==> src/rtl/core/kble_pkg.sv <==
// Shared types, constants and codes of the keyboard line edit buffer.
`default_nettype none
package kble_pkg;

  // Characters the edit line can hold; one cell of the chain per character.
  localparam int unsigned LineCap = 63;
  localparam int unsigned PosW    = $clog2(LineCap + 1);
  localparam int unsigned ByteW   = 8;
  localparam int unsigned CfgIdxW = 3;

  localparam logic [ByteW-1:0] ChNewline   = 8'h0A;
  localparam logic [ByteW-1:0] ChBackspace = 8'h08;
  localparam logic [ByteW-1:0] ChSpace     = 8'h20;
  localparam logic [ByteW-1:0] ChTilde     = 8'h7E;

  typedef enum logic [1:0] {
    OP_KEY    = 2'd0,
    OP_SUBMIT = 2'd1,
    OP_TAKE   = 2'd2,
    OP_CLEAR  = 2'd3
  } op_e;

  typedef enum logic [1:0] {
    ACT_NONE   = 2'd0,
    ACT_MOVED  = 2'd1,
    ACT_EDITED = 2'd2,
    ACT_SUBMIT = 2'd3
  } action_e;

  typedef enum logic [1:0] {
    STAT_OK       = 2'd0,
    STAT_EMPTY    = 2'd1,
    STAT_TOOSMALL = 2'd2
  } status_e;

  typedef enum logic [CfgIdxW-1:0] {
    CFG_LEFT      = 3'd0,
    CFG_RIGHT     = 3'd1,
    CFG_RIGHT_EXT = 3'd2,
    CFG_HOME      = 3'd3,
    CFG_SHIFT     = 3'd4
  } cfg_idx_e;

  typedef enum logic {
    ST_IDLE   = 1'b0,
    ST_STREAM = 1'b1
  } state_e;

  typedef enum logic [2:0] {
    CMD_NONE   = 3'd0,
    CMD_INSERT = 3'd1,
    CMD_ERASE  = 3'd2,
    CMD_SUBMIT = 3'd3,
    CMD_TAKE   = 3'd4
  } cell_cmd_e;

  // Command broadcast to every cell of the chain.
  typedef struct packed {
    cell_cmd_e            cmd;
    logic [PosW-1:0]      pos;
    logic [ByteW-1:0]     ch;
  } cell_ctrl_t;

endpackage
`default_nettype wire

==> src/rtl/core/kble_cell.sv <==
// One character cell: an edit byte and a held byte, shifted with the neighbors.
`default_nettype none
module kble_cell (
  input  wire                        clk_i,
  input  kble_pkg::cell_ctrl_t       ctrl_i,
  input  wire [kble_pkg::PosW-1:0]   idx_i,
  input  wire [kble_pkg::ByteW-1:0]  left_edit_i,
  input  wire [kble_pkg::ByteW-1:0]  right_edit_i,
  input  wire [kble_pkg::ByteW-1:0]  right_held_i,
  output logic [kble_pkg::ByteW-1:0] edit_o,
  output logic [kble_pkg::ByteW-1:0] held_o
);
  import kble_pkg::*;

  logic [ByteW-1:0] edit_q, edit_d, held_q, held_d;

  always_comb begin
    edit_d = edit_q;
    held_d = held_q;
    case (ctrl_i.cmd)
      CMD_INSERT: begin
        // Cells right of the cursor take the left neighbor; the cursor cell loads.
        if (idx_i > ctrl_i.pos) begin
          edit_d = left_edit_i;
        end else if (idx_i == ctrl_i.pos) begin
          edit_d = ctrl_i.ch;
        end
      end
      CMD_ERASE: begin
        if (idx_i >= ctrl_i.pos) begin
          edit_d = right_edit_i;
        end
      end
      CMD_SUBMIT: held_d = edit_q;
      CMD_TAKE:   held_d = right_held_i;
      default: ;
    endcase
  end

  always_ff @(posedge clk_i) begin
    edit_q <= edit_d;
    held_q <= held_d;
  end

  assign edit_o = edit_q;
  assign held_o = held_q;

endmodule
`default_nettype wire

==> src/rtl/core/kble_chain.sv <==
// Row of character cells holding the edit line and the submitted line.
`default_nettype none
module kble_chain (
  input  wire                        clk_i,
  input  kble_pkg::cell_ctrl_t       ctrl_i,
  output logic [kble_pkg::ByteW-1:0] head_held_o
);
  import kble_pkg::*;

  logic [ByteW-1:0] edit_w [LineCap];
  logic [ByteW-1:0] held_w [LineCap];

  for (genvar g = 0; g < LineCap; g++) begin : g_cell
    logic [ByteW-1:0] left_edit, right_edit, right_held;

    if (g == 0) begin : g_first
      assign left_edit = '0;
    end else begin : g_mid_l
      assign left_edit = edit_w[g-1];
    end

    if (g == LineCap - 1) begin : g_last
      assign right_edit = '0;
      assign right_held = '0;
    end else begin : g_mid_r
      assign right_edit = edit_w[g+1];
      assign right_held = held_w[g+1];
    end

    kble_cell u_cell (
      .clk_i        (clk_i),
      .ctrl_i       (ctrl_i),
      .idx_i        (PosW'(g)),
      .left_edit_i  (left_edit),
      .right_edit_i (right_edit),
      .right_held_i (right_held),
      .edit_o       (edit_w[g]),
      .held_o       (held_w[g])
    );
  end

  assign head_held_o = held_w[0];

endmodule
`default_nettype wire

==> src/rtl/core/keyboard_line_edit_buffer.sv <==
// Top level of the keyboard line edit buffer: key decode, control and result register.
// Usage:
//   The slave stream carries one request per transaction. s_axis_tuser holds the
//   operation (key, submit, take, clear); s_axis_tdata holds the key event and the
//   reader's capacity. The master stream returns result transactions whose
//   tdata packs the outcome and the state after the step; tlast marks the final
//   result of a request.
//   Key, submit and clear requests produce one result, registered in the output
//   register. A take that succeeds produces held length plus one results, one per
//   cycle while the receiver accepts them, as the held line is shifted out of cell
//   0 of the character chain; the first byte is loaded into the output register
//   from the streaming state and the final one carries a zero byte. A failed take
//   gives one result. Every edit (insert or erase) updates all cells from the
//   cursor onward together; during a good take no new request is taken until
//   the final result has been loaded.
//   A new request is accepted while the previous single result still sits in
//   the output register, provided that register is being drained or is empty.
//   When the receiver stalls, the output register holds its transaction and no
//   new request or streamed byte is taken until it drains.
//   Reset clears the lengths, cursor, held flag and configuration registers to
//   their defaults; the cell contents are not cleared and are never read before
//   being written. Configuration writes are always accepted.
`default_nettype none
module keyboard_line_edit_buffer (
  input  wire        clk_i,
  input  wire        rst_ni,
  // Configuration write channel.
  input  wire        cfg_valid_i,
  output logic       cfg_ready_o,
  input  wire [kble_pkg::CfgIdxW-1:0] cfg_index_i,
  input  wire [7:0]  cfg_data_i,
  // Request stream.
  input  wire        s_axis_tvalid,
  output logic       s_axis_tready,
  // tdata: key_scan[7:0], character[15:8], modifiers[23:16], dest_capacity[31:24]
  input  wire [31:0] s_axis_tdata,
  // tuser: op[1:0]
  input  wire [1:0]  s_axis_tuser,
  // Result stream.
  output logic       m_axis_tvalid,
  input  wire        m_axis_tready,
  // tdata: action[1:0], overwritten[2], status[4:3], text_byte[12:5],
  //        line_len[18:13], cursor_position[24:19], line_ready[25],
  //        saved_length[31:26]
  output logic [31:0] m_axis_tdata,
  output logic       m_axis_tlast
);
  import kble_pkg::*;

  // Configuration registers.
  logic [7:0] left_scan_q, right_scan_q, right_ext_scan_q, home_scan_q, shift_mask_q;

  assign cfg_ready_o = 1'b1;

  always_ff @(posedge clk_i or negedge rst_ni) begin
    if (!rst_ni) begin
      left_scan_q      <= 8'd75;
      right_scan_q     <= 8'd77;
      right_ext_scan_q <= 8'd205;
      home_scan_q      <= 8'd71;
      shift_mask_q     <= 8'd1;
    end else if (cfg_valid_i) begin
      case (cfg_idx_e'(cfg_index_i))
        CFG_LEFT:      left_scan_q      <= cfg_data_i;
        CFG_RIGHT:     right_scan_q     <= cfg_data_i;
        CFG_RIGHT_EXT: right_ext_scan_q <= cfg_data_i;
        CFG_HOME:      home_scan_q      <= cfg_data_i;
        CFG_SHIFT:     shift_mask_q     <= cfg_data_i;
        default: ;
      endcase
    end
  end

  // Control state.
  state_e          state_q, state_d;
  logic [PosW-1:0] len_q, len_d, cur_q, cur_d, hlen_q, hlen_d, rem_q, rem_d;
  logic            hvalid_q, hvalid_d;

  // Output register.
  logic        m_valid_q, m_valid_d, m_last_q, m_last_d;
  logic [31:0] m_data_q, m_data_d;

  cell_ctrl_t       ctrl;
  logic [ByteW-1:0] head_held;

  kble_chain u_chain (
    .clk_i       (clk_i),
    .ctrl_i      (ctrl),
    .head_held_o (head_held)
  );

  // Request fields.
  op_e              op;
  logic [ByteW-1:0] scan, chr, mods, cap;
  assign op   = op_e'(s_axis_tuser);
  assign scan = s_axis_tdata[7:0];
  assign chr  = s_axis_tdata[15:8];
  assign mods = s_axis_tdata[23:16];
  assign cap  = s_axis_tdata[31:24];

  logic out_free, accept, shift_held;
  assign out_free      = !m_valid_q || m_axis_tready;
  assign s_axis_tready = (state_q == ST_IDLE) && out_free;
  assign accept        = s_axis_tvalid && s_axis_tready;

  action_e          res_act;
  status_e          res_stat;
  logic             res_ovw, res_last, res_load;
  logic [ByteW-1:0] res_byte;

  always_comb begin
    state_d    = state_q;
    len_d      = len_q;
    cur_d      = cur_q;
    hlen_d     = hlen_q;
    hvalid_d   = hvalid_q;
    rem_d      = rem_q;
    ctrl.cmd   = CMD_NONE;
    ctrl.pos   = cur_q;
    ctrl.ch    = chr;
    res_act    = ACT_NONE;
    res_stat   = STAT_OK;
    res_ovw    = 1'b0;
    res_byte   = '0;
    res_last   = 1'b1;
    res_load   = 1'b0;
    shift_held = 1'b0;

    case (state_q)
      ST_IDLE: begin
        if (accept) begin
          res_load = 1'b1;
          case (op)
            OP_KEY: begin
              if (chr == ChNewline) begin
                res_act = ACT_SUBMIT;
              end else if (chr == ChBackspace) begin
                if (cur_q != '0 && len_q != '0) begin
                  // Cells from the new cursor onward take their right neighbor.
                  cur_d    = cur_q - 1'b1;
                  len_d    = len_q - 1'b1;
                  ctrl.cmd = CMD_ERASE;
                  ctrl.pos = cur_q - 1'b1;
                  res_act  = ACT_EDITED;
                end
              end else if (scan == left_scan_q ||
                           (scan == right_scan_q && (mods & shift_mask_q) != '0)) begin
                if (cur_q != '0) begin
                  cur_d   = cur_q - 1'b1;
                  res_act = ACT_MOVED;
                end
              end else if (scan == right_ext_scan_q ||
                           (scan == right_scan_q && (mods & shift_mask_q) == '0)) begin
                if (cur_q < len_q) begin
                  cur_d   = cur_q + 1'b1;
                  res_act = ACT_MOVED;
                end
              end else if (scan == home_scan_q) begin
                if (cur_q != '0) begin
                  cur_d   = '0;
                  res_act = ACT_MOVED;
                end
              end else if (chr >= ChSpace && chr <= ChTilde) begin
                if (len_q < PosW'(LineCap)) begin
                  cur_d    = cur_q + 1'b1;
                  len_d    = len_q + 1'b1;
                  ctrl.cmd = CMD_INSERT;
                  res_act  = ACT_EDITED;
                end
              end
            end
            OP_SUBMIT: begin
              res_ovw  = hvalid_q;
              ctrl.cmd = CMD_SUBMIT;
              hlen_d   = len_q;
              hvalid_d = 1'b1;
              len_d    = '0;
              cur_d    = '0;
            end
            OP_CLEAR: begin
              len_d = '0;
              cur_d = '0;
            end
            OP_TAKE: begin
              if (!hvalid_q) begin
                res_stat = STAT_EMPTY;
              end else if (cap <= {{(ByteW-PosW){1'b0}}, hlen_q}) begin
                res_stat = STAT_TOOSMALL;
              end else begin
                // Successful take: results come from the streaming state.
                res_load = 1'b0;
                hvalid_d = 1'b0;
                rem_d    = hlen_q;
                state_d  = ST_STREAM;
              end
            end
            default: ;
          endcase
        end
      end
      ST_STREAM: begin
        if (out_free) begin
          res_load = 1'b1;
          if (rem_q == '0) begin
            res_last = 1'b1;
            state_d  = ST_IDLE;
          end else begin
            res_byte   = head_held;
            res_last   = 1'b0;
            shift_held = 1'b1;
            rem_d      = rem_q - 1'b1;
          end
        end
      end
      default: state_d = ST_IDLE;
    endcase

    if (shift_held) begin
      ctrl.cmd = CMD_TAKE;
    end

    m_valid_d = m_valid_q && !m_axis_tready;
    m_data_d  = m_data_q;
    m_last_d  = m_last_q;
    if (res_load) begin
      m_valid_d = 1'b1;
      m_last_d  = res_last;
      m_data_d  = {hlen_d, hvalid_d, cur_d, len_d, res_byte, res_stat, res_ovw, res_act};
    end
  end

  always_ff @(posedge clk_i or negedge rst_ni) begin
    if (!rst_ni) begin
      state_q   <= ST_IDLE;
      len_q     <= '0;
      cur_q     <= '0;
      hlen_q    <= '0;
      hvalid_q  <= 1'b0;
      rem_q     <= '0;
      m_valid_q <= 1'b0;
    end else begin
      state_q   <= state_d;
      len_q     <= len_d;
      cur_q     <= cur_d;
      hlen_q    <= hlen_d;
      hvalid_q  <= hvalid_d;
      rem_q     <= rem_d;
      m_valid_q <= m_valid_d;
    end
  end

  always_ff @(posedge clk_i) begin
    m_data_q <= m_data_d;
    m_last_q <= m_last_d;
  end

  assign m_axis_tvalid = m_valid_q;
  assign m_axis_tdata  = m_data_q;
  assign m_axis_tlast  = m_last_q;

endmodule
`default_nettype wire
==> config.mk <==
export PLATFORM = sky130hd
export DESIGN_NAME = keyboard_line_edit_buffer
export DESIGN_NICKNAME = d
export VERILOG_FILES = /design/src/rtl/core/kble_pkg.sv /design/src/rtl/core/kble_cell.sv /design/src/rtl/core/kble_chain.sv /design/src/rtl/core/keyboard_line_edit_buffer.sv
export SDC_FILE = /design/constraint.sdc
export NUM_CORES = 2
export LEC_CHECK = 0
export ABC_AREA = 1
export BUFFER_PORTS_ARGS = -buffer_cell sky130_fd_sc_hd__buf_2
export CORE_MARGIN = 4
export CORE_UTILIZATION = 65
export DETAILED_ROUTE_END_ITERATION = 10
export PLACE_DENSITY = 0.8
export SYNTH_ARGS = -nofsm -noshare
export SYNTH_HDL_FRONTEND = slang
export SYNTH_HIERARCHICAL = 1
export SYNTH_SLANG_ARGS = --single-unit
==> constraint.sdc <==
create_clock -name clk_i -period 17.9 [get_ports clk_i]
set_input_delay 0.895 -clock clk_i [delete_from_list [all_inputs] [get_ports clk_i]]
set_output_delay 0.895 -clock clk_i [all_outputs]
set_load 0.01 [all_outputs]
==> results.py <==
metrics = {
    "setup_path": {
        "cp.arrival_ps": 5860,
        "critPathKind": "reg2reg",
        "startpoint_type": "register",
        "cp-end-kind": "register",
        "worstPathMaxFanout": 90,
        "cp.required_ps": 18230,
    },
    "detailed_routing": {
        "firstDrtPassIters": 10,
        "wl_per_cell_um": 17.9,
        "dr_total_vias": 58800,
        "ant_nets": 0,
        "drt-vias-per-instance": 5.54,
        "route.detailed.drc": 0,
        "initialDrtViolationCount": 6552,
        "postRouteWirelength_mm": 190,
    },
    "layout": {
        "regArea_um2": 33000,
        "drive_above_1_share": 0.117,
        "fillerInstances": 8267,
        "nets": 9449,
        "multi_input_area_um2": 35900,
        "finalNonFillerCells": 10600,
        "most-common-layout-cells": "nand2_1, inv_1, nand3_1",
        "final_area_um2": 83400,
        "area_delta_synth_final_pct": 10.6,
        "layout_commonest_cell": "nand2_1",
        "diodes": 0,
    },
    "synth": {
        "synth_area_um2": 75400,
        "synth_flop_cell": "edfxtp_1",
        "synth-seq-area-share": 0.437,
        "synth_cells": 8385,
        "synth.distinct_cells": 49,
        "ys_ff_latch": 1108,
        "async_flop_share": 0.0605,
        "synth_area_per_cell_um2": 8.99,
        "synth_warnings": 6,
        "synth_edf_count": 1041,
    },
    "hold_path": {
        "hold_class": "in2async",
    },
    "global_routing": {
        "grt_pass1_vias": 57300,
        "grt_overflow": 0,
        "grt_pass1_wl_mm": 299,
        "grt_max_degree": 167,
        "grt_usage": 0.307,
        "antenna_found_initial": 1,
    },
    "floorplan": {
        "rows": 124,
        "die-area_um2": 122000,
        "die_h_um": 349,
        "pin_count": 86,
        "coreArea_um2": 115000,
        "dieWidth_um": 349,
        "initial_utilization": 0.657,
    },
    "timing": {
        "maxSlewHeadroom": 0.0938,
        "final.setup.tns_ps": 0,
        "max_freq_mhz": 181,
        "worst_pin_slew_ps": 1350,
        "rsz0062_at_grt": "no",
        "setup_viol": 0,
        "finalClockSkew_ps": 27.3,
        "hold_violations": 0,
        "min_period_ps": 5530,
        "slew_violations": 0,
        "fin_ws_ps": 12370,
        "final.period_utilization": 0.309,
    },
    "clock_network": {
        "cts_buffer_depth": 3,
        "ctsRootBufferMaster": "clkbuf_16",
        "cts_sinks": 1108,
        "ctsHoldBuffers": 0,
        "cts_tree": "built",
        "cts_setup_buffers": 0,
        "clkTransAtPathRegs_ps": 60,
        "cts.htree.levels": 3,
        "cts_resized": 0,
        "clk_latency_ps": 720,
        "numCtsBuffers": 116,
    },
    "outcome": {
        "status": "finished, final reports clean",
    },
    "job": {
        "drv_cap": 0,
    },
    "power_and_ir_drop": {
        "irDropWorstVdd_mv": 0.104,
        "power_leakage_nw": 38.8,
        "powerDensity_nw_per_um2": 119,
    },
    "place": {
        "placedInstanceArea_um2": 79500,
        "dpl.cell_count": 10400,
        "portBuffers": 84,
        "dp_slack_ps": 12150,
        "dpl.hpwl_mm": 132,
        "gp_congestion": 0.919,
    },
}
area by class of cell:
class | count | share of cell area
clock buffer | 144 | 0.0369
inverter | 1925 | 0.0972
sequential | 1108 | 0.395
multi-input combinational | 5736 | 0.430
clock inverter | 75 | 0.00960
timing repair buffer | 112 | 0.00810
tap | 1512 | 0.0227
sequential cells by signal, summed over array words and instances, names as in the netlist:
signal and cells:
cur_q 6, right_ext_scan_q 8, m_axis_tdata 32, u_chain/g_cell.u_cell/edit_o 504, state_q 1, u_chain/g_cell.u_cell/held_o 504
len_q 6, left_scan_q 8, shift_mask_q 8, hlen_q 6, m_axis_tlast 1, home_scan_q 8
m_axis_tvalid 1, hvalid_q 1, right_scan_q 8, rem_q 6
report_power, final:
part	internal (mW)	switching [mW]
sequential	3.56	0.288
combinational	1.23	2.36
clock	1.43	1.05
critical path, cell delays in order (launching register included):
cell and delay, ps:
dfrtp_1 590, inv_1 220, nor2_1 140, nand2_1 300, inv_8 720, buf_4 780
buf_4 960, buf_4 550, nand2_2 250, o21ai_0 510
metrics by stage:
step | util | hold slack, ps | total power [mW]
2_1_floorplan | - | 453 | 6.59
6_report | 0.726 | 361 | 9.92
4_1_cts | 0.726 | 376 | 9.89
5_1_grt | 0.726 | 434 | 10.5
3_5_place_dp | 0.693 | 475 | 7.39
3_3_place_gp | 0.693 | 468 | 7.24
metal layers:
layer,track usage,vias up,share of wire
met1,0.392,27400,0.39
li1,-,28000,-
met5,0,-,0
met4,0.119,0,0.041
met2,0.531,2846,0.49
met3,0.0426,562,0.088
cell families (layout without fill, tap and decap cells):
family / count (synthesis) / in the layout / share of synthesized area
AO/OA/AOI/OAI: 312 / 312 / 0.0216
XOR/XNOR: 31 / 31 / 0.00360
adder cells (fa/ha/maj): 400 / 400 / 0.0664
buffers and inverters: 1941 / 2256 / 0.108
flip-flops: 1108 / 1108 / 0.437
multiplexers: 504 / 504 / 0.0753
other: 3 / 403 / 0.000149
AND/OR/NAND/NOR: 4086 / 4086 / 0.288
synth_stat cells, types with 2 or more instances:
cell,n,share of area
nand2_1,2114,0.11
nand3_4,126,0.029
xor2_1,10,0.0012
buf_2,5,0.00033
nor2_2,6,0.00050
or2_1,3,0.00025
dfrtp_1,49,0.016
nor2_4,131,0.020
o21ai_1,68,0.0045
a21oi_1,83,0.0055
inv_4,2,0.00017
o21ai_0,141,0.0094
conb_1,3,0.00015
clkbuf_1,9,0.00045
nand4_1,74,0.0061
inv_1,1851,0.092
nand3_1,1043,0.069
inv_2,8,0.00040
nand3_2,4,0.00053
o211ai_1,8,0.00080
nand2_2,191,0.016
bufinv_8,63,0.015
dfstp_2,18,0.0063
nand2_4,198,0.030
xnor2_1,21,0.0024
edfxtp_1,1041,0.41
nor2_1,116,0.0058
mux2_1,504,0.075
ha_1,400,0.066
nor3_1,73,0.0048
a21oi_2,4,0.00046
path summary, 6_finish.rpt:
check / start / to / slack, ps / cells past startpoint
worst max-delay path: state_q / u_chain/g_cell[30].u_cell/held_o[3] / 12370 / 9
worst min-delay path: rst_ni / right_ext_scan_q[4] / 360 / 2
worst max register to register: state_q / u_chain/g_cell[30].u_cell/held_o[3] / 12370 / 9
worst min register to register: shift_mask_q[7] / shift_mask_q[7] / 480 / 2
max in group asynchronous: rst_ni / rem_q[1] / 16970 / 2
min in group clk_i: shift_mask_q[7] / shift_mask_q[7] / 480 / 2
Note: power is estimated with default switching activity, not from simulation.
